### config.mk
export PLATFORM = sky130hd
export DESIGN_NAME = arts_rate_const
export DESIGN_NICKNAME = d
export VERILOG_FILES = /design/src/hdl/arts_pkg.sv /design/src/hdl/arts_rate_const.sv
export SDC_FILE = /design/constraint.sdc
export NUM_CORES = 2
export LEC_CHECK = 0
export ABC_AREA = 0
export BUFFER_PORTS_ARGS = -buffer_cell sky130_fd_sc_hd__buf_4
export CAP_MARGIN = 30
export CORE_ASPECT_RATIO = 2
export CORE_MARGIN = 2
export CORE_UTILIZATION = 44
export CTS_CLUSTER_DIAMETER = 30
export DETAILED_ROUTE_END_ITERATION = 12
export PLACE_DENSITY_LB_ADDON = 0.2
export SLEW_MARGIN = 10
export SYNTH_ARGS = -nofsm -noshare
export SYNTH_HDL_FRONTEND = slang
export SYNTH_SLANG_ARGS = --single-unit
### constraint.sdc
create_clock -name clk -period 8.54 [get_ports clk]
set_clock_uncertainty 0.2 [all_clocks]
set_input_delay 0.854 -clock clk [delete_from_list [all_inputs] [get_ports clk]]
set_output_delay 0.854 -clock clk [all_outputs]
set_load 0.05 [all_outputs]
### src/hdl/arts_pkg.sv
package arts_pkg;

  // Field and state widths.
  localparam int unsigned TIME_W     = 64;
  localparam int unsigned FREQ_W     = 32;
  localparam int unsigned RATE_W     = 32;
  localparam int unsigned SUM_W      = RATE_W + 1;
  localparam int unsigned NOM_W      = 23;  // holds (2^32 - 1) / 1000 plus ten percent
  localparam int unsigned COARSE_W   = 10;  // nominal / 5000
  localparam int unsigned MEDIUM_W   = 7;   // nominal / 50000
  localparam int unsigned PCT_W      = 16;  // nominal / 100
  localparam int unsigned LIM_W      = 19;  // (nominal / 100) * 10
  localparam int unsigned ACT_W      = 3;
  localparam int unsigned CODE_W     = 3;
  localparam int unsigned CFG_DATA_W = 64;
  localparam int unsigned CFG_ADDR_W = 4;

  // Register reset values.
  localparam logic [FREQ_W-1:0] FREQ_RESET = 32'd100000000;
  localparam logic [TIME_W-1:0] END_RESET  = 64'hFFFF_FFFF_FFFF_FFFF;

  // Exact reciprocals: floor(x / d) == (x * M) >> S over the whole input range.
  localparam int unsigned        RECIP_MS_W      = 29;
  localparam logic [28:0]        RECIP_MS        = 29'd274877907;
  localparam int unsigned        RECIP_MS_SH     = 38;
  localparam int unsigned        RECIP_W         = 24;
  localparam logic [23:0]        RECIP_COARSE    = 24'd13743896;
  localparam int unsigned        RECIP_COARSE_SH = 36;
  localparam logic [23:0]        RECIP_MEDIUM    = 24'd10995117;
  localparam int unsigned        RECIP_MEDIUM_SH = 39;
  localparam logic [23:0]        RECIP_PCT       = 24'd10737419;
  localparam int unsigned        RECIP_PCT_SH    = 30;
  localparam logic [3:0]         LIMIT_MUL       = 4'd10;

  // Derived values for the reset frequency.
  localparam logic [NOM_W-1:0]    NOM_RESET    = 23'd100000;
  localparam logic [COARSE_W-1:0] COARSE_RESET = 10'd20;
  localparam logic [MEDIUM_W-1:0] MEDIUM_RESET = 7'd2;
  localparam logic [PCT_W-1:0]    PCT_RESET    = 16'd1000;
  localparam logic [NOM_W-1:0]    HI_RESET     = 23'd110000;
  localparam logic [NOM_W-1:0]    LO_RESET     = 23'd90000;

  // Action codes.
  localparam logic [ACT_W-1:0] ACT_RESET  = 3'd0;
  localparam logic [ACT_W-1:0] ACT_READ   = 3'd1;
  localparam logic [ACT_W-1:0] ACT_ADJUST = 3'd2;
  localparam logic [ACT_W-1:0] ACT_QRESET = 3'd3;
  localparam logic [ACT_W-1:0] ACT_QSTOP  = 3'd4;

  // Rate adjust codes (two's complement, slower means a larger rate).
  localparam logic [CODE_W-1:0] ADJ_FINE_UP     = 3'd1;
  localparam logic [CODE_W-1:0] ADJ_MEDIUM_UP   = 3'd2;
  localparam logic [CODE_W-1:0] ADJ_COARSE_UP   = 3'd3;
  localparam logic [CODE_W-1:0] ADJ_COARSE_DOWN = 3'd5;
  localparam logic [CODE_W-1:0] ADJ_MEDIUM_DOWN = 3'd6;
  localparam logic [CODE_W-1:0] ADJ_FINE_DOWN   = 3'd7;

  // Register indexes, selected by paddr[3].
  localparam logic REG_FREQ = 1'b0;
  localparam logic REG_END  = 1'b1;

  typedef struct packed {
    logic [NOM_W-1:0]    nom;
    logic [COARSE_W-1:0] coarse;
    logic [MEDIUM_W-1:0] medium_step;
    logic [NOM_W-1:0]    hi;
    logic [NOM_W-1:0]    lo;
  } arts_rate_t;

  typedef enum logic [3:0] {
    S_IDLE,
    S_SETTLE0,
    S_SETTLE1,
    S_EXEC,
    S_DELTA,
    S_WRAP,
    S_MUL_GO,
    S_MUL_WAIT,
    S_DIV_GO,
    S_DIV_WAIT,
    S_ACCUM,
    S_ADJ_ADD,
    S_ADJ_CLAMP,
    S_DONE
  } arts_state_t;

endpackage

### src/hdl/arts_rate_const.sv
module arts_rate_const
  import arts_pkg::*;
(
  input  logic              clk,
  input  logic              rst_n,
  input  logic [FREQ_W-1:0] freq,
  output arts_rate_t        rate_lim
);

  localparam int unsigned P1_W = FREQ_W + RECIP_MS_W;
  localparam int unsigned P2_W = NOM_W + RECIP_W;

  logic [P1_W-1:0]     p_nom;
  logic [P2_W-1:0]     p_coarse;
  logic [P2_W-1:0]     p_medium;
  logic [P2_W-1:0]     p_pct;
  logic [LIM_W-1:0]    lim;

  logic [NOM_W-1:0]    nom_r, nom_nxt;
  logic [COARSE_W-1:0] coarse_r, coarse_nxt;
  logic [MEDIUM_W-1:0] medium_r, medium_nxt;
  logic [PCT_W-1:0]    pct_r, pct_nxt;
  logic [NOM_W-1:0]    nom_d_r, nom_d_nxt;
  logic [NOM_W-1:0]    hi_r, hi_nxt;
  logic [NOM_W-1:0]    lo_r, lo_nxt;

  // Stage one: nominal rate = freq / 1000.
  assign p_nom   = P1_W'(freq) * P1_W'(RECIP_MS);
  assign nom_nxt = p_nom[RECIP_MS_SH +: NOM_W];

  // Stage two: step sizes and one percent of nominal, all from the same nominal.
  assign p_coarse   = P2_W'(nom_r) * P2_W'(RECIP_COARSE);
  assign p_medium   = P2_W'(nom_r) * P2_W'(RECIP_MEDIUM);
  assign p_pct      = P2_W'(nom_r) * P2_W'(RECIP_PCT);
  assign coarse_nxt = p_coarse[RECIP_COARSE_SH +: COARSE_W];
  assign medium_nxt = p_medium[RECIP_MEDIUM_SH +: MEDIUM_W];
  assign pct_nxt    = p_pct[RECIP_PCT_SH +: PCT_W];
  assign nom_d_nxt  = nom_r;

  // Stage three: clamp window nominal +/- ten percent. The limit never exceeds
  // nominal, so the lower bound cannot wrap.
  assign lim    = LIM_W'(pct_r) * LIM_W'(LIMIT_MUL);
  assign hi_nxt = nom_d_r + NOM_W'(lim);
  assign lo_nxt = nom_d_r - NOM_W'(lim);

  always_ff @(posedge clk) begin
    if (!rst_n) begin
      nom_r    <= NOM_RESET;
      coarse_r <= COARSE_RESET;
      medium_r <= MEDIUM_RESET;
      pct_r    <= PCT_RESET;
      nom_d_r  <= NOM_RESET;
      hi_r     <= HI_RESET;
      lo_r     <= LO_RESET;
    end else begin
      nom_r    <= nom_nxt;
      coarse_r <= coarse_nxt;
      medium_r <= medium_nxt;
      pct_r    <= pct_nxt;
      nom_d_r  <= nom_d_nxt;
      hi_r     <= hi_nxt;
      lo_r     <= lo_nxt;
    end
  end

  assign rate_lim.nom         = nom_r;
  assign rate_lim.coarse      = coarse_r;
  assign rate_lim.medium_step = medium_r;
  assign rate_lim.hi          = hi_r;
  assign rate_lim.lo          = lo_r;

endmodule

# Yosys cells after proc, flatten, opt, wreduce, memory -nomap -nowiden
# Cells that the tools add are included.
[totals] ff_bits=125 out_inout_bits=86 elab_cells=14
[classes] add_sub_neg=2 n_mul=5
[op_table] operator="$mul 23x24->46 const B" n=2
[op_table] operator="$mul 32x29->61 const B" n=1
[op_table] operator="$mul 23x21->43 const B" n=1
[op_table] operator="$add 23x19->23" n=1
[op_table] operator="$sub 23x19->23" n=1
[op_table] operator="$mul 16x3->18 const B" n=1

# Depth between registers and ports, before layout
[depth] ltp_word=2 mapped_depth=24

# Least setup slack after synthesis
# Ideal clock, no wire load.
[synth_path] path_kind="input to register" startpoint="input freq[20]" endpoint="register nom_r[15], in the netlist nom_d_nxt[15]" arrival_ps=6876 slack_ps=1343 stages=23 cell_sequence="ha_1 fa_1 fa_1 inv_1 fa_1 inv_1 fa_1 inv_1 fa_1 inv_1 fa_1 inv_1 fa_1 inv_1 ha_1 and3_1 a311o_1 o221a_4 o31ai_2 o211ai_2 a211oi_4 o21ai_2 mux2_4"
[synth_between] elab_chain_len=1
[synth_rtl] item="from (decl)" line_no="arts_rate_const.sv:6" rtl="input logic [FREQ_W-1:0] freq,"
[synth_rtl] item="$mul 32x29->61" line_no="arts_rate_const.sv:28" rtl="assign p_nom = P1_W'(freq) * P1_W'(RECIP_MS);"
[synth_rtl] item="to (signal assigned)" line_no="arts_rate_const.sv:56" rtl="nom_r <= nom_nxt;"
[synth_rtl] item="to (decl)" line_no="arts_rate_const.sv:19" rtl="logic [NOM_W-1:0] nom_r, nom_nxt;"
# No other way between the ends.
# A chain may end at the register's enable or synchronous reset.

# Worst setup path after layout
[layout_path] startpoint="register nom_r[3], in the netlist nom_d_nxt[3]" endpoint="register coarse_r[9]"
[layout_between] elab_chain_len=1
[layout_rtl] item="$mul 23x21->43" line_no="arts_rate_const.sv:32" rtl="assign p_coarse = P2_W'(nom_r) * P2_W'(RECIP_COARSE);"
[layout_rtl] item="to (signal assigned)" line_no="arts_rate_const.sv:57" rtl="coarse_r <= coarse_nxt;"
[layout_rtl] item="to (decl)" line_no="arts_rate_const.sv:20" rtl="logic [COARSE_W-1:0] coarse_r, coarse_nxt;"
# No other way between the ends.

==> reports/metrics.cfg <==
[routing]
drt_pass1_iterations = 5
totalWireLength_mm = 156
avgRoutedWirePerCell_um = 25.9
dr_total_vias = 31700
initialDrtViolationCount = 1296
remaining_drc_errors = 0
antenna_violating_nets_post_route = 0
detail_route.vias_per_cell = 5.28

[worst_setup_path]
cp-end-kind = register
critical_path_class = register to register
setup.reg_to_reg.worst_slack_ps = 380
critical_path_peak_fanout = 4
worst-endpoint-arrival_ps = 8310
critPathRequiredTime_ps = 8690
r2r.worst_path.cells = 23
setup.worst_path.start_class = register

[sta]
setup_viol = 0
worst_slew_pin_slew_ps = 877
shortest_period_the_worst_path_allows_ps = 8160
timing.max_slew.rel_slack = 0.415
totalNegativeSetupSlack_ps = 0
rsz0062_at_grt = no
timing.hold.ws_ps = 252
final.period_utilization = 0.956
timing_max_transition_violations_final = 0
timing.fmax_mhz = 122
hold_viol_final = 0

[clock_network]
worstSkewPairLatency_ps = 490
number_of_setup_buffers_added_after_cts = 0
cts_resized = 0
cts_buffers = 25
tritoncts = built
h-tree-depth = 4
sink_count_of_the_clock_tree = 123
cts.hold.buffers_added = 0
clk_path_buf_depth = 3
root_buffer = clkbuf_16
clkTransAtPathRegs_ps = 70

[logic_synthesis]
netlist_top_cells_area = fa_1 (39%), ha_1 (29%), inv_1 (12%)
synth.ff_latch_count = 123
edff_count_synth = 0
ys.warnings.count = 0
synth.cell_area_um2 = 44300
gate_count_of_the_mapped_netlist = 4467
synth_seq_area_share = 0.0555
synthMostInstantiatedCell = inv_1
postSynth.topFlopCell = dfxtp_1
synthesized_area_divided_by_synthesized_cell_count_um2 = 9.93
synthDistinctLibCells = 82
yosys.area.top_type_share = 0.394
synth.cells.most_frequent = inv_1 (1420), ha_1 (1033), fa_1 (872)
synth_top_cell_by_area = fa_1
syn-num-nets = 6406
async_flop_share = 0

[floorplanning]
die-height_um = 453
io_pins = 120
floorplan.initialDensity = 0.444
placement_rows = 164
fp.coreArea_um2 = 99900
die_w_um = 228
die_area_um2 = 103000

[outcome]
run_status = complete, no violations

[global_route]
grt_start_max_net_pins = 48
overall_track_demand_over_capacity_in_global_routing = 0.312
overflow = 0
number_of_antenna_violations_at_the_first_check_in_global_routing = 8
via_count_of_the_first_global_routing_pass = 36400
grt_pass1_wl_mm = 230

[finish]
fin_cells = 5998
fillerInstances = 9635
drive_above_1_share = 0.0570
multi_input_area_um2 = 36400
layout-area-overhead-vs-synth_pct = 8.41
nets = 6601
final_util = 0.481
seq_area_um2 = 2460

[hold_path]
worstHoldPathCells = 1
worstHoldPathType = register to register

[placement]
routabilityCongestion = 1.04
numPortBuffers = 119
detailed_place_hpwl_mm = 137
placedCellCount = 5963

[run]
cap_viol_max_count = 0

==> layer usage <==
layer	global-route usage	up-vias	share of wire
li1	-	14200	-
met1	0.267	16000	0.30
met2	0.597	892	0.54
met3	0.0471	565	0.039
met4	0.308	12	0.13
met5	0	-	0.00058
==> cell families (layout without fill, tap and decap cells) <==
group	count (synthesis)	after routing	share of synthesized area
other	0	3	0
XOR/XNOR	89	89	0.0176
buffers and inverters	1450	1650	0.123
multiplexers	13	13	0.00313
flip-flops	123	123	0.0555
AO/OA/AOI/OAI	433	433	0.0659
AND/OR/NAND/NOR	454	454	0.0493
adder cells (fa/ha/maj)	1905	1905	0.685
==> final cells by class <==
cell class,count,share of cell area
clock buffers,29,0.0140
flip-flops and latches,123,0.0513
repair buffers,197,0.0308
clock inverters,3,0.000833
diodes,3,0.000156
multi-input cells,2894,0.757
inverters,1421,0.111
well taps,1328,0.0346
==> through the flow <==
step / instance area [um2] / worst slack, ps
2_1_floorplan: 44300 / 1340
3_3_place_gp: 47300 / 553
3_5_place_dp: 47300 / 530
4_1_cts: 48100 / 576
5_1_grt: 48100 / 154
6_report: 48100 / 377
==> placed cells by master, fill, tap and decap left out, drive strengths merged, types with 13 or more instances in the layout <==
| cell type | synthesis | layout |
|---|---|---|
| o21bai | 22 | 22 |
| nand2b | 20 | 20 |
| and2 | 13 | 13 |
| nor2 | 133 | 133 |
| nand3 | 33 | 33 |
| a21oi | 118 | 118 |
| clkbuf | 23 | 29 |
| o21a | 14 | 14 |
| xor2 | 27 | 27 |
| or3 | 17 | 17 |
| buf | 6 | 197 |
| dfxtp | 123 | 123 |
| nor3 | 35 | 35 |
| and3 | 18 | 18 |
| fa | 872 | 872 |
| a211oi | 21 | 21 |
| xnor2 | 62 | 62 |
| o21ai | 79 | 79 |
| ha | 1033 | 1033 |
| nand2 | 113 | 113 |
| a31oi | 17 | 17 |
| a21o | 65 | 65 |
| inv | 1420 | 1420 |
| nand4 | 27 | 27 |
==> flip-flops by register name (all words and copies together), names as in the netlist <==
signal     count
nom_d_nxt     23
nom_d_r       23
medium_r       7
pct_r         16
coarse_r      10
hi_r          23
lo_r          21
==> final timing paths <==
path                      from          end
setup reg to reg  nom_d_nxt[3]  coarse_r[9]
setup / recovery  nom_d_nxt[3]  coarse_r[9]
hold / removal      nom_d_r[0]      hi_r[0]
hold reg to reg     nom_d_r[0]      hi_r[0]
==> worst max-delay path: stages (launching register included) <==
cell      delay, ps
dfxtp_1         360
inv_1           500
ha_1            380
inv_1           440
fa_1            520
inv_1            90
fa_1            460
fa_1            460
fa_1            490
inv_1            60
fa_1            490
inv_1            50
fa_1            490
inv_1            40
ha_1            280
nand4_1         270
nor4_1          530
o211ai_1        200
a41oi_1         490
a31oi_1         260
o21ai_1         440
a211oi_2        150
xnor2_1         270
nor2_1           70
Power is not shown: default switching activity piles up to over one toggle a cycle in this logic, so the estimate is an artifact.
