## src/hdl/arts_pkg.sv

```systemverilog
package arts_pkg;

  // Field and state widths.
  localparam int unsigned TIME_W     = 64;
  localparam int unsigned FREQ_W     = 32;
  localparam int unsigned RATE_W     = 32;
  localparam int unsigned SUM_W      = RATE_W + 1;
  localparam int unsigned NOM_W      = 23;  // holds (2^32 - 1) / 1000 plus ten percent
  localparam int unsigned COARSE_W   = 10;  // nominal / 5000
  localparam int unsigned MEDIUM_W   = 7;   // nominal / 50000
  localparam int unsigned PCT_W      = 16;  // nominal / 100
  localparam int unsigned LIM_W      = 19;  // (nominal / 100) * 10
  localparam int unsigned ACT_W      = 3;
  localparam int unsigned CODE_W     = 3;
  localparam int unsigned CFG_DATA_W = 64;
  localparam int unsigned CFG_ADDR_W = 4;

  // Register reset values.
  localparam logic [FREQ_W-1:0] FREQ_RESET = 32'd100000000;
  localparam logic [TIME_W-1:0] END_RESET  = 64'hFFFF_FFFF_FFFF_FFFF;

  // Exact reciprocals: floor(x / d) == (x * M) >> S over the whole input range.
  localparam int unsigned        RECIP_MS_W      = 29;
  localparam logic [28:0]        RECIP_MS        = 29'd274877907;
  localparam int unsigned        RECIP_MS_SH     = 38;
  localparam int unsigned        RECIP_W         = 24;
  localparam logic [23:0]        RECIP_COARSE    = 24'd13743896;
  localparam int unsigned        RECIP_COARSE_SH = 36;
  localparam logic [23:0]        RECIP_MEDIUM    = 24'd10995117;
  localparam int unsigned        RECIP_MEDIUM_SH = 39;
  localparam logic [23:0]        RECIP_PCT       = 24'd10737419;
  localparam int unsigned        RECIP_PCT_SH    = 30;
  localparam logic [3:0]         LIMIT_MUL       = 4'd10;

  // Derived values for the reset frequency.
  localparam logic [NOM_W-1:0]    NOM_RESET    = 23'd100000;
  localparam logic [COARSE_W-1:0] COARSE_RESET = 10'd20;
  localparam logic [MEDIUM_W-1:0] MEDIUM_RESET = 7'd2;
  localparam logic [PCT_W-1:0]    PCT_RESET    = 16'd1000;
  localparam logic [NOM_W-1:0]    HI_RESET     = 23'd110000;
  localparam logic [NOM_W-1:0]    LO_RESET     = 23'd90000;

  // Action codes.
  localparam logic [ACT_W-1:0] ACT_RESET  = 3'd0;
  localparam logic [ACT_W-1:0] ACT_READ   = 3'd1;
  localparam logic [ACT_W-1:0] ACT_ADJUST = 3'd2;
  localparam logic [ACT_W-1:0] ACT_QRESET = 3'd3;
  localparam logic [ACT_W-1:0] ACT_QSTOP  = 3'd4;

  // Rate adjust codes (two's complement, slower means a larger rate).
  localparam logic [CODE_W-1:0] ADJ_FINE_UP     = 3'd1;
  localparam logic [CODE_W-1:0] ADJ_MEDIUM_UP   = 3'd2;
  localparam logic [CODE_W-1:0] ADJ_COARSE_UP   = 3'd3;
  localparam logic [CODE_W-1:0] ADJ_COARSE_DOWN = 3'd5;
  localparam logic [CODE_W-1:0] ADJ_MEDIUM_DOWN = 3'd6;
  localparam logic [CODE_W-1:0] ADJ_FINE_DOWN   = 3'd7;

  // Register indexes, selected by paddr[3].
  localparam logic REG_FREQ = 1'b0;
  localparam logic REG_END  = 1'b1;

  typedef struct packed {
    logic [NOM_W-1:0]    nom;
    logic [COARSE_W-1:0] coarse;
    logic [MEDIUM_W-1:0] medium_step;
    logic [NOM_W-1:0]    hi;
    logic [NOM_W-1:0]    lo;
  } arts_rate_t;

  typedef enum logic [3:0] {
    S_IDLE,
    S_SETTLE0,
    S_SETTLE1,
    S_EXEC,
    S_DELTA,
    S_WRAP,
    S_MUL_GO,
    S_MUL_WAIT,
    S_DIV_GO,
    S_DIV_WAIT,
    S_ACCUM,
    S_ADJ_ADD,
    S_ADJ_CLAMP,
    S_DONE
  } arts_state_t;

endpackage

```

## src/hdl/arts_div.sv

```systemverilog
module arts_div
  import arts_pkg::*;
(
  input  logic              clk,
  input  logic              rst_n,
  input  logic              start,
  input  logic [TIME_W-1:0] dividend,
  input  logic [RATE_W-1:0] divisor,
  output logic [TIME_W-1:0] quotient,
  output logic              done
);

  // Restoring division, one quotient bit per cycle, MSB first.
  localparam int unsigned      CNT_W = $clog2(TIME_W);
  localparam logic [CNT_W-1:0] LAST  = CNT_W'(TIME_W - 1);
  localparam int unsigned      LAT   = TIME_W + 1;

  logic              busy_r, busy_nxt;
  logic              done_r, done_nxt;
  logic [CNT_W-1:0]  cnt_r, cnt_nxt;
  logic [RATE_W-1:0] rem_r, rem_nxt;
  logic [TIME_W-1:0] quo_r, quo_nxt;
  logic [RATE_W-1:0] dvs_r, dvs_nxt;
  logic [RATE_W:0]   part;
  logic [RATE_W:0]   diff;
  logic              fits;

  assign part = {rem_r, quo_r[TIME_W-1]};
  assign diff = part - {1'b0, dvs_r};
  assign fits = (part >= {1'b0, dvs_r});

  always_comb begin
    busy_nxt = busy_r;
    done_nxt = 1'b0;
    cnt_nxt  = cnt_r;
    rem_nxt  = rem_r;
    quo_nxt  = quo_r;
    dvs_nxt  = dvs_r;
    if (busy_r) begin
      rem_nxt = fits ? diff[RATE_W-1:0] : part[RATE_W-1:0];
      quo_nxt = {quo_r[TIME_W-2:0], fits};
      cnt_nxt = cnt_r + 1'b1;
      if (cnt_r == LAST) begin
        busy_nxt = 1'b0;
        done_nxt = 1'b1;
      end
    end else if (start) begin
      busy_nxt = 1'b1;
      cnt_nxt  = '0;
      rem_nxt  = '0;
      quo_nxt  = dividend;
      dvs_nxt  = divisor;
    end
  end

  always_ff @(posedge clk) begin
    if (!rst_n) begin
      busy_r <= 1'b0;
      done_r <= 1'b0;
      cnt_r  <= '0;
    end else begin
      busy_r <= busy_nxt;
      done_r <= done_nxt;
      cnt_r  <= cnt_nxt;
    end
  end

  always_ff @(posedge clk) begin
    rem_r <= rem_nxt;
    quo_r <= quo_nxt;
    dvs_r <= dvs_nxt;
  end

  assign quotient = quo_r;
  assign done     = done_r;

  a_div_latency: assert property (@(posedge clk) disable iff (!rst_n)
    (start && !busy_r) |-> ##LAT done_r)
    else $error("divider did not finish in the expected number of cycles");

endmodule

```

## config.mk

```make
export PLATFORM = sky130hd
export DESIGN_NAME = arts_div
export DESIGN_NICKNAME = d
export VERILOG_FILES = /design/src/hdl/arts_pkg.sv /design/src/hdl/arts_div.sv
export SDC_FILE = /design/constraint.sdc
export NUM_CORES = 1
export LEC_CHECK = 0
export BUFFER_PORTS_ARGS = -buffer_cell sky130_fd_sc_hd__buf_4
export CORE_MARGIN = 5
export CORE_UTILIZATION = 54
export DETAILED_ROUTE_END_ITERATION = 10
export GPL_TIMING_DRIVEN = 0
export HOLD_SLACK_MARGIN = 0.12
export PLACE_DENSITY_LB_ADDON = 0.12
export SYNTH_ARGS = -nofsm -noshare
export SYNTH_HDL_FRONTEND = slang
export SYNTH_SLANG_ARGS = --single-unit
```

## constraint.sdc

```tcl
create_clock -name clk -period 4.69 [get_ports clk]
set_clock_uncertainty 0.1 [all_clocks]
set_input_delay 0.2345 -clock clk [delete_from_list [all_inputs] [get_ports clk]]
set_output_delay 0.2345 -clock clk [all_outputs]
set_load 0.02 [all_outputs]
```

After elaboration in Yosys (flattened, before gate mapping)
Index checks and enable logic that the tools add are counted.

Register bits: 136. Bits of input ports: 99. Output and inout port bits: 65. Logic and storage cells: 25.

Add/sub/neg operators: 2. Magnitude comparators: 1. Equality and inequality tests: 1. Muxes and demuxes: 11. Bitwise operators: 1. Reduce and logical (&&, ||, !) cells: 3.

Operators by type and width (count): $mux W64 (2); $mux W32 (3); $ge A33 B32 Y1 (1); $sub A32 B32 Y32 (1); $mux W6 (2); $add A6 B1 Y6 const B (1); $eq A6 B6 Y1 const B (1); $mux W1 (4); $reduce_and A2 Y1 (2); $reduce_bool A2 Y1 (1); $not A1 Y1 (1).

Logic depth before layout (Yosys ltp)
Gate-level depths: netlist of the first run.

Depth after elaboration: 3. Mapped depth: 12. Depth with buffers taken out: 11.

Worst setup path before layout of the first run
OpenSTA, ideal clock, no wires.

Path kind: reg-to-reg. Start point: register busy_r. End point: register cnt_r[2]. Setup time: 0.241 ns. Arrival: 3.088 ns. Data required time: 4.349 ns. Setup slack: 1.262 ns. Stages on the path, launching flop included: 6. Path buffers: 2. Period minus slack after synthesis: 3.428 ns. Cells stage by stage: dfxtp_1 clkbuf_1 clkbuf_1 nor2_1 inv_1 a311oi_1.

Longest elaborated chain between the ends: 1. Elaborated cells on any way between the ends: 2. Those cells by class: 1 x mux; 1 x reduce/logical.

Ends and longest elaborated chain: start, declared (line arts_div.sv:18) `logic busy_r, busy_nxt;`; start signal, assigned (line arts_div.sv:62) `busy_r <= busy_nxt;`; $mux W6 / $reduce_bool A2 Y1 (equally long branches); end signal, assigned (line arts_div.sv:64) `cnt_r <= cnt_nxt;`; end, declared (line arts_div.sv:20) `logic [CNT_W-1:0] cnt_r, cnt_nxt;`.

Parallel ways exist; a longest one is shown, timed or not. A chain may end at the register's enable or synchronous reset.

Worst setup path after layout of the first run
Start point: register quo_r[63], in the netlist quotient[63]. End point: register rem_r[30], data pin.

Longest elaborated chain between the ends: 3. Elaborated cells on any way between the ends: 4. Those cells by class: 1 x add/sub; 1 x order compare; 2 x mux.

Ends and longest elaborated chain: start, declared (line arts_div.sv:22) `logic [TIME_W-1:0] quo_r, quo_nxt;`; start signal, assigned (line arts_div.sv:70) `quo_r <= quo_nxt;`; $sub A32 B32 Y32 / $ge A33 B32 Y1 (equally long branches) (line arts_div.sv:29, arts_div.sv:30); $mux W32 * (line arts_div.sv:40) `rem_nxt = fits ? diff[RATE_W-1:0] : part[RATE_W-1:0];`; $mux W32 * (line arts_div.sv:39) `if (busy_r) begin`; end signal, assigned (line arts_div.sv:69) `rem_r <= rem_nxt;`; end, declared (line arts_div.sv:21) `logic [RATE_W-1:0] rem_r, rem_nxt;`.

Mark *: on every way between the ends. The rest lies on a longest branch, timed or not.

==> results of run 1 <==
-- synth_stat cells (all sizes together), types with 3 or more instances --
| cell type | number |
|---|---|
| o21bai | 3 |
| a211oi | 11 |
| buf | 10 |
| xnor2 | 17 |
| mux2 | 64 |
| and2 | 4 |
| edfxtp | 128 |
| o311ai | 3 |
| dfxtp | 8 |
| and3 | 5 |
| nand3 | 14 |
| inv | 40 |
| or3 | 5 |
| a21oi | 38 |
| nor2 | 47 |
| o21a | 7 |
| nand2 | 27 |
| a21boi | 4 |
| nand4 | 8 |
| nand2b | 6 |
| a21o | 13 |
| a31oi | 7 |
| o211ai | 7 |
| o21ai | 22 |
| mux2i | 21 |
| ha | 33 |
| clkbuf | 15 |
| xor2 | 6 |
| nor3 | 7 |
| nor2b | 5 |
-- layer usage --
metal  wire [um]  up-vias  share of wire, %
met2       11000      260                51
met5           0        -                 0
met4         691        0               3.2
li1            -     2870                 -
met3        1460       54               6.8
met1        8470     3000                39
-- cell families (layout without fill, tap and decap cells) --
kind of cell / count (synthesis) / after routing / synth area share (%)
AOI/OAI and AO/OA: 130 / 130 / 12.3
xor gates and xnor gates: 23 / 23 / 2.71
adders and majority gates: 34 / 34 / 5.82
buffers and inverters: 65 / 361 / 3.59
DFF: 136 / 136 / 53.9
muxes: 85 / 85 / 12.5
and+or+nand+nor: 140 / 140 / 9.23
-- flip-flops by register name, indices dropped and copies added (netlist names) --
register / cells
busy_r: 1
cnt_r: 6
quotient: 64
rem_r: 32
done: 1
dvs_r: 32
-- final cells by class --
type / instances / share of cell area [%]
clock buffer: 18 / 4.09
tap: 176 / 2.10
sequential: 136 / 38.1
timing repair buffer: 264 / 21.6
buffer: 25 / 1.11
clock inverter: 14 / 1.42
multi-input combinational: 412 / 30.1
inverter: 40 / 1.45
-- worst max-delay path, delay by kind of cell (launching register included) --
| family | cells | cell delay (ns) |
|---|---|---|
| adder cells (fa/ha/maj) | 2 | 0.65 |
| AND/OR/NAND/NOR | 3 | 0.73 |
| buffers and inverters | 1 | 0.06 |
| AO/OA/AOI/OAI | 5 | 1.22 |
| flip-flops | 1 | 0.37 |
-- where the power goes --
part           switching [W]  total (W)  internal (W)
logic               0.000669    0.00122      0.000554
clock network       0.000542    0.00133      0.000784
registers          0.0000784    0.00157       0.00149
total                0.00129    0.00412       0.00283
-- cells in the final DEF (no fill, tap or decap), types with 18 or more instances in the layout --
cell / instances
o21ai_0: 18
dlygate4sd3_1: 99
buf_4: 164
inv_1: 38
mux2_2: 64
edfxtp_1: 128
mux2i_1: 21
nor2_1: 47
nand2_1: 27
ha_1: 33
a21oi_1: 36
-- metrics by stage --
stage                     cell area [um2]  total power (W)
after floorplan                      7430          0.00236
after global placement               8880          0.00267
after detailed placement             8910          0.00270
after CTS                           10500          0.00409
after global routing                10500          0.00431
final                               10500          0.00412
-- final timing paths --
path                      from        end  slack (ns)  cells past startpoint
hold / removal     divisor[20]  dvs_r[20]        0.43                      2
setup reg to reg  quotient[63]  rem_r[30]        1.28                     11
setup / recovery  quotient[63]  rem_r[30]        1.28                     11
hold reg to reg       cnt_r[5]       done        0.45                      2
==> run metrics, run 1 <==
Tmin final=between 3 and 4 ns; worst hold path class=input port to flop; Yosys reg bits=136; critical path type=flop to flop; worst setup margin=1.28 ns; Finished Layout Cells=1085; Synth top area share=a little over 50%; final net count=1029; Core Util, Final=78.7%; Post-synth ARST share=0%; WP data required=4.74 ns; DP Cell Count=roughly 950; Final period util=just over 70%; Post-CTS Repair Setup Buffers=0; DPL Wire Length=12800 um; clock slew at reported path FFs=0.06 ns; arrival time at the worst endpoint=3.46 ns; final setup vio count=0; cell count after synthesis=613; initial core utilization=55.7%; Via Count=approximately 6000; WL/cell=about 20 um; gr ovfl total=0; final WL=about 22000 um; setup slack at placement=1.36 ns; Final Max Slew Viols=0; Post-synth EDFFs=128; I/O pins=164; Hold Fails Final Rpt=0; core area=13300 um2; Multi-input gate area=3160 um2; post-synth cell types=60; cell row count=42; initial antenna violation count=0; RSZ-0062 raised after global routing=no; met1 global-route usage=31.9%; Die Span Y=127 um; Synthesized Nets=roughly 750; Placer Congestion=0.922; DRT antenna net count=0; area grow syn2layout=41.3%; Pwr Density=392 nW/um2; Hold-fix buffers, CTS=99; Seq/Total Area, Yosys=between 50% and 60%; CTS root buf=clkbuf_16; Worst IR Drop VDD=about 0.00027 V; first-pass GRT wire length=around 34000 um; leading area contributor after synthesis=edfxtp_1; antenna cells=0; met2 global-route usage=46.1%; DRC Markers=0; crit-path cells=inv_1 > ha_1 > fa_1 > nand2b_1 > a211oi_2 > o21ai_1 > a2111o_1 > a21o_1 > and4b_1 > nor4_1 > o22ai_1; PostCTS Resize Cnt=0; FILL cells=796; # port buffers=around 160; CTS H-tree lvls=4; layout cell share with drive strength beyond 1=30.9%; leakage power=roughly 4.3 nW; top post-synthesis cells by area=edfxtp_1, mux2_2, ha_1; crit start category=flop; All-Layer GR Usage=around 27%; worst skew pair latency=0.43 ns; crit path capture type=flop; Synth Cell Area=7430 um2; grt peak-use layer=met2; initial detailed-routing violation count=457; Vias/cell=5.70; TNS Setup=0 ns; Seq. cell area=4000 um2; TritonCTS Buffers=17; FMAX=~290 MHz; yosys warns=0; slowest stage cell, crit path=a2111o_1; status=finished, final reports clean; worst slew pin tran=approximately 0.77 ns; TritonCTS clock tree=done; Die ar.=16200 um2; Most used DFF post-synth=edfxtp_1; vias in the first global route=6554; CTS sink cnt=~140; worst relative slew slack=48.4%; Max clock buf depth=2; met3 global-route usage=7.97%; hold_ws=0.428 ns; max-cap violation count=0; drt first pass iters=5; Die Wd=127 um; largest fanout on the critical path=4; mean post-synth cell area=around 12 um2; largest net degree at the start of global routing=56; slowest stage delay, CP=0.43 ns
No activity file was read; power rests on OpenSTA's default activity.
==> inputs of run 2 (changes only) <==
Settings changed: ABC_AREA from default to 1, CORE_UTILIZATION 54 to 51.
Clock period 4.69 ns to 2.83 ns, I/O delays scaled along.
==> run metrics, run 2 <==
TritonCTS clock tree=done (unchanged); Post-synth EDFFs=128 (unchanged); total power draw=0.00701 W (was 0.00412 W); cell row count=47 (was 42); gr ovfl total=0 (unchanged); TritonCTS Buffers=17 (unchanged); Seq/Total Area, Yosys=47.0% (was 53.9%); crit start category=flop (unchanged); DPL Wire Length=17200 um (was 12800 um); max-cap violation count=0 (unchanged); area grow syn2layout=36.5% (was 41.3%); Vias/cell=4.81 (was 5.70); WL/cell=14.8 um (was 19.9 um); Die Wd=139 um (was 127 um); critical path type=flop to flop (unchanged); CTS root buf=clkbuf_16 (unchanged); antenna cells=0 (unchanged); slowest stage delay, CP=0.48 ns (was 0.43 ns); DRC Markers=0 (unchanged); Synth Cell Area=8510 um2 (was 7430 um2); PostCTS Resize Cnt=0 (unchanged); All-Layer GR Usage=25.8% (was 27.0%); largest net degree at the start of global routing=43 (was 56); core area=16500 um2 (was 13300 um2); most frequent cell after synthesis=nand2_1 (was edfxtp_1); CTS H-tree lvls=4 (unchanged); worst relative slew slack=46.5% (was 48.4%); Max clock buf depth=2 (unchanged); leading area contributor after synthesis=edfxtp_1 (unchanged); most common library cells after synthesis=nand2_1, inv_1, edfxtp_1 (was edfxtp_1, mux2_2, nor2_1); DRT antenna net count=0 (unchanged); worst setup margin=0.263 ns (was 1.28 ns); layout cell share with drive strength beyond 1=17.1% (was 30.9%); crit-path cells=ha_1 > nand2_2 > nor2_2 > nand2_1 > nor2_2 > nand2_1 > nand3_2 > nor2_8 > nand2_8 > buf_12 > nand2_2 > nand2_1 > nor2_2 (was inv_1 > ha_1 > fa_1 > nand2b_1 > a211oi_2 > o21ai_1 > a2111o_1 > a21o_1 > and4b_1 > nor4_1 > o22ai_1); Tmin final=2.57 ns (was 3.41 ns); mean post-synth cell area=7.47 um2 (was 12.1 um2); Buf/Inv on CP=1 (unchanged); Yosys reg bits=136 (unchanged); Hold Fails Final Rpt=0 (unchanged); Final Max Slew Viols=0 (unchanged); Final period util=90.7% (was 72.6%); yosys warns=0 (unchanged); Pwr Density=603 nW/um2 (was 392 nW/um2); leakage power=6.02 nW (was 4.33 nW); slowest stage cell, crit path=ha_1 (was a2111o_1); cell count after synthesis=1140 (was 613); WP data required=2.92 ns (was 4.74 ns); DP Cell Count=1525 (was 953); Synthesized Nets=1273 (was 746); CP delay by family, top=simple AND/OR/NAND/NOR gates (was compound AO/OA/AOI/OAI gates); Post-synth ARST share=0% (unchanged); clock slew at reported path FFs=0.07 ns (was 0.06 ns); drt first pass iters=5 (unchanged); hold_ws=0.340 ns (was 0.428 ns); worst slew pin tran=0.801 ns (was 0.773 ns); largest fanout on the critical path=10 (was 4); top post-synthesis cells by area=edfxtp_1, nand2_1, inv_1 (was edfxtp_1, mux2_2, ha_1); Post-CTS Repair Setup Buffers=0 (unchanged); worst hold path class=input port to flop (unchanged); Worst IR Drop VDD=0.000481 V (was 0.000269 V); Hold-fix buffers, CTS=99 (unchanged); final net count=1556 (was 1029); setup slack at placement=0.303 ns (was 1.36 ns); I/O pins=164 (unchanged); Via Count=7969 (was 6184); post-synth cell types=39 (was 60); worst skew pair latency=0.43 ns (about the same); Die ar.=19400 um2 (was 16200 um2); Placer Congestion=0.962 (was 0.922); Synth top area share=45.2% (was 51.7%); final setup vio count=0 (unchanged); final WL=24600 um (was 21600 um); status=finished, final reports clean (unchanged); FMAX=390 MHz (was 294 MHz); arrival time at the worst endpoint=2.66 ns (was 3.46 ns); commonest non-fill, non-tap cells in the layout=nand2_1, inv_1, buf_4 (was buf_4, edfxtp_1, dlygate4sd3_1); max reg flops=64 (unchanged); initial detailed-routing violation count=582 (was 457); initial antenna violation count=0 (unchanged); Most used DFF post-synth=edfxtp_1 (unchanged); initial core utilization=51.7% (was 55.7%); first-pass GRT wire length=40300 um (was 34300 um); CTS sink cnt=136 (unchanged); # port buffers=163 (unchanged); vias in the first global route=8256 (was 6554); Die Span Y=139 um (was 127 um); most common cell after layout, fill and taps aside=nand2_1 (was buf_4); crit path capture type=flop (unchanged); RSZ-0062 raised after global routing=no (unchanged); Finished Layout Cells=1656 (was 1085)
-- run 2: cell count changes in the layout (fill, tap and decap cells not counted), sizes merged, moves of 11 or more --
cell and change:
a211oi -11, a21o -13, a21oi -21, inv +167, mux2 -64, mux2i -21
nand2 +477, nand3 +37, nor2 +73, o21ai -20, xnor2 -16
-- run 2: final timing paths --
path	from	endpoint	slack (ns)	cells after the start
hold reg to reg	cnt_r[5]	done	0.42	2
setup reg to reg	rem_r[20]	rem_r[24]	0.26	13
hold / removal	divisor[22]	dvs_r[22]	0.34	2
setup / recovery	rem_r[20]	rem_r[24]	0.26	13
-- run 2: power by group --
part	switching (W)	leakage [nW]	total, W	internal (W)
logic	0.00136	4.38	0.00222	0.000864
registers	0.000125	1.37	0.00260	0.00247
clock network	0.000958	0.274	0.00219	0.00123
-- run 2: per-layer routing --
metal,global-route usage (%),share of wire [%],up-vias
met3,7.52,7.3,54
met2,43.5,48,268
met5,0,0,-
li1,-,-,4056
met1,31.4,42,3591
met4,9.53,3.1,0
-- run 2: area by class of cell --
| type | instances | area [um2] |
|---|---|---|
| plain buffers | 25 | 163 |
| clock buffers | 18 | 429 |
| clock inverters | 14 | 140 |
| fillers | 1337 | 4850 |
| inverters | 206 | 777 |
| multi-input cells | 773 | 3570 |
| flip-flops and latches | 136 | 4000 |
| well taps | 220 | 275 |
| repair buffers | 264 | 2250 |
-- run 2: cells by family after synthesis --
logic type	Yosys count	share of synthesized area, %
flip-flops	136	47.0
AND/OR/NAND/NOR	700	33.8
AO/OA/AOI/OAI	24	1.57
XOR/XNOR	15	1.54
adder cells (fa/ha/maj)	34	5.09
buffers and inverters	231	11.0
-- run 2: metrics by stage --
stage	area, um2	utilization (%)	setup TNS (ns)
after floorplan	8520	-	0
after global placement	10000	60.8	-77.34
after detailed placement	10100	61.1	0
after CTS	11600	70.5	0
after global routing	11600	70.5	0
final	11600	70.5	0
==> inputs of run 3 (changes only) <==
Settings changed: CTS_BUF_LIST from default to sky130_fd_sc_hd__clkbuf_16.
==> run metrics, run 3 (same netlist as run 2, synthesis figures left out) <==
Die ar.=19400 um2 (unchanged); largest net degree at the start of global routing=43 (unchanged); final net count=1556 (unchanged); max-cap violation count=0 (unchanged); Final period util=90.6% (was 90.7%); Worst IR Drop VDD=0.000482 V (was 0.000481 V); CTS H-tree lvls=4 (unchanged); final WL=24500 um (was 24600 um); Pwr Density=603 nW/um2 (about the same); Max clock buf depth=2 (unchanged); initial core utilization=51.7% (unchanged); TritonCTS Buffers=17 (unchanged); Final Max Slew Viols=0 (unchanged); All-Layer GR Usage=25.8% (unchanged); core area=16500 um2 (unchanged); WP data required=2.92 ns (about the same); DRT antenna net count=0 (unchanged); Finished Layout Cells=1656 (unchanged); first-pass GRT wire length=40300 um (unchanged); RSZ-0062 raised after global routing=no (unchanged); Hold Fails Final Rpt=0 (unchanged); antenna cells=0 (unchanged); initial detailed-routing violation count=573 (was 582); initial antenna violation count=0 (unchanged); leakage power=6.03 nW (was 6.02 nW); hold_ws=0.339 ns (was 0.340 ns); layout cell share with drive strength beyond 1=17.1% (unchanged); Core Util, Final=70.5% (unchanged); worst slew pin tran=0.801 ns (about the same); Vias/cell=4.82 (was 4.81); Placer Congestion=0.962 (unchanged); CTS root buf=clkbuf_16 (unchanged); Via Count=7983 (was 7969); FILL cells=1337 (unchanged); TritonCTS clock tree=done (unchanged); crit start category=flop (unchanged); DPL Wire Length=17200 um (unchanged); Tmin final=2.56 ns (was 2.57 ns); DP Cell Count=1525 (unchanged); largest fanout on the critical path=10 (unchanged); worst skew pair latency=0.43 ns (about the same); worst relative slew slack=46.5% (about the same); commonest non-fill, non-tap cells in the layout=nand2_1, inv_1, buf_4 (unchanged); drt first pass iters=5 (unchanged); vias in the first global route=8256 (unchanged); final setup vio count=0 (unchanged); status=finished, final reports clean (unchanged); Die Wd=139 um (unchanged); area grow syn2layout=36.5% (unchanged); crit path capture type=flop (unchanged); Die Span Y=139 um (unchanged); critical path type=flop to flop (unchanged); max reg flops=64 (unchanged); worst hold path class=input port to flop (unchanged); total power draw=0.00700 W (was 0.00701 W); clock slew at reported path FFs=0.07 ns (about the same); I/O pins=164 (unchanged); DRC Markers=0 (unchanged); WL/cell=14.8 um (about the same); CTS sink cnt=136 (unchanged); FMAX=390 MHz (about the same); gr ovfl total=0 (unchanged); # port buffers=163 (unchanged); arrival time at the worst endpoint=2.66 ns (about the same); cell row count=47 (unchanged); most common cell after layout, fill and taps aside=nand2_1 (unchanged)
run 3: changes by cell type in the layout (fill, tap and decap cells not counted):
cell	before	now
clkbuf_1	13	12
inv_1	201	202
run 3: timing repair:
item / in CTS / in global routing
gates resized for setup: 0 / 0
hold buffers: 99 / 0
setup buffers: 0 / 0
endpoints found under the hold margin: 104 / 0
run 3: critical path: stages, from the launching register on:
cell	delay [ns]
edfxtp_1	0.44
ha_1	0.48
nand2_2	0.12
nor2_2	0.17
nand2_1	0.10
nor2_2	0.14
nand2_1	0.11
nand3_2	0.13
nor2_8	0.07
nand2_8	0.13
buf_12	0.16
nand2_2	0.05
nand2_1	0.08
nor2_2	0.04
run 3: metrics by stage:
stage                     area [um2]  TNS [ns]  worst slack [ns]
after floorplan                 8520         0             0.185
after CTS                      11600         0             0.276
final                          11600         0             0.266
after global routing           11600         0            0.0949
after detailed placement       10100         0             0.303
after global placement         10000    -77.34            -0.806
run 3: report_power, final:
part / internal [W] / switching [W]
registers: 0.00247 / 0.000124
logic: 0.000864 / 0.00136
clock network: 0.00123 / 0.000958
run 3: layer usage:
metal | GRT usage (%) | vias to the layer above | routed length, um
met4 | 9.53 | 0 | 790
met2 | 43.5 | 275 | 11700
met5 | 0 | - | 0
met1 | 31.4 | 3595 | 10200
met3 | 7.52 | 56 | 1790
li1 | - | 4057 | -
run 3: final cells by class:
type	count	area, um2	share of cell area (%)
clock buffers	17	425	3.66
repair buffers	264	2250	19.4
flip-flops and latches	136	4000	34.5
clock inverters	15	144	1.24
inverters	206	777	6.69
well taps	220	275	2.37
multi-input cells	773	3570	30.8
plain buffers	25	163	1.40
run 3: final timing paths:
check | from | end | slack (ns) | depth (start not counted)
setup reg to reg | rem_r[20] | rem_r[24] | 0.27 | 13
hold / removal | divisor[22] | dvs_r[22] | 0.34 | 2
hold reg to reg | cnt_r[5] | done | 0.42 | 2
setup / recovery | rem_r[20] | rem_r[24] | 0.27 | 13
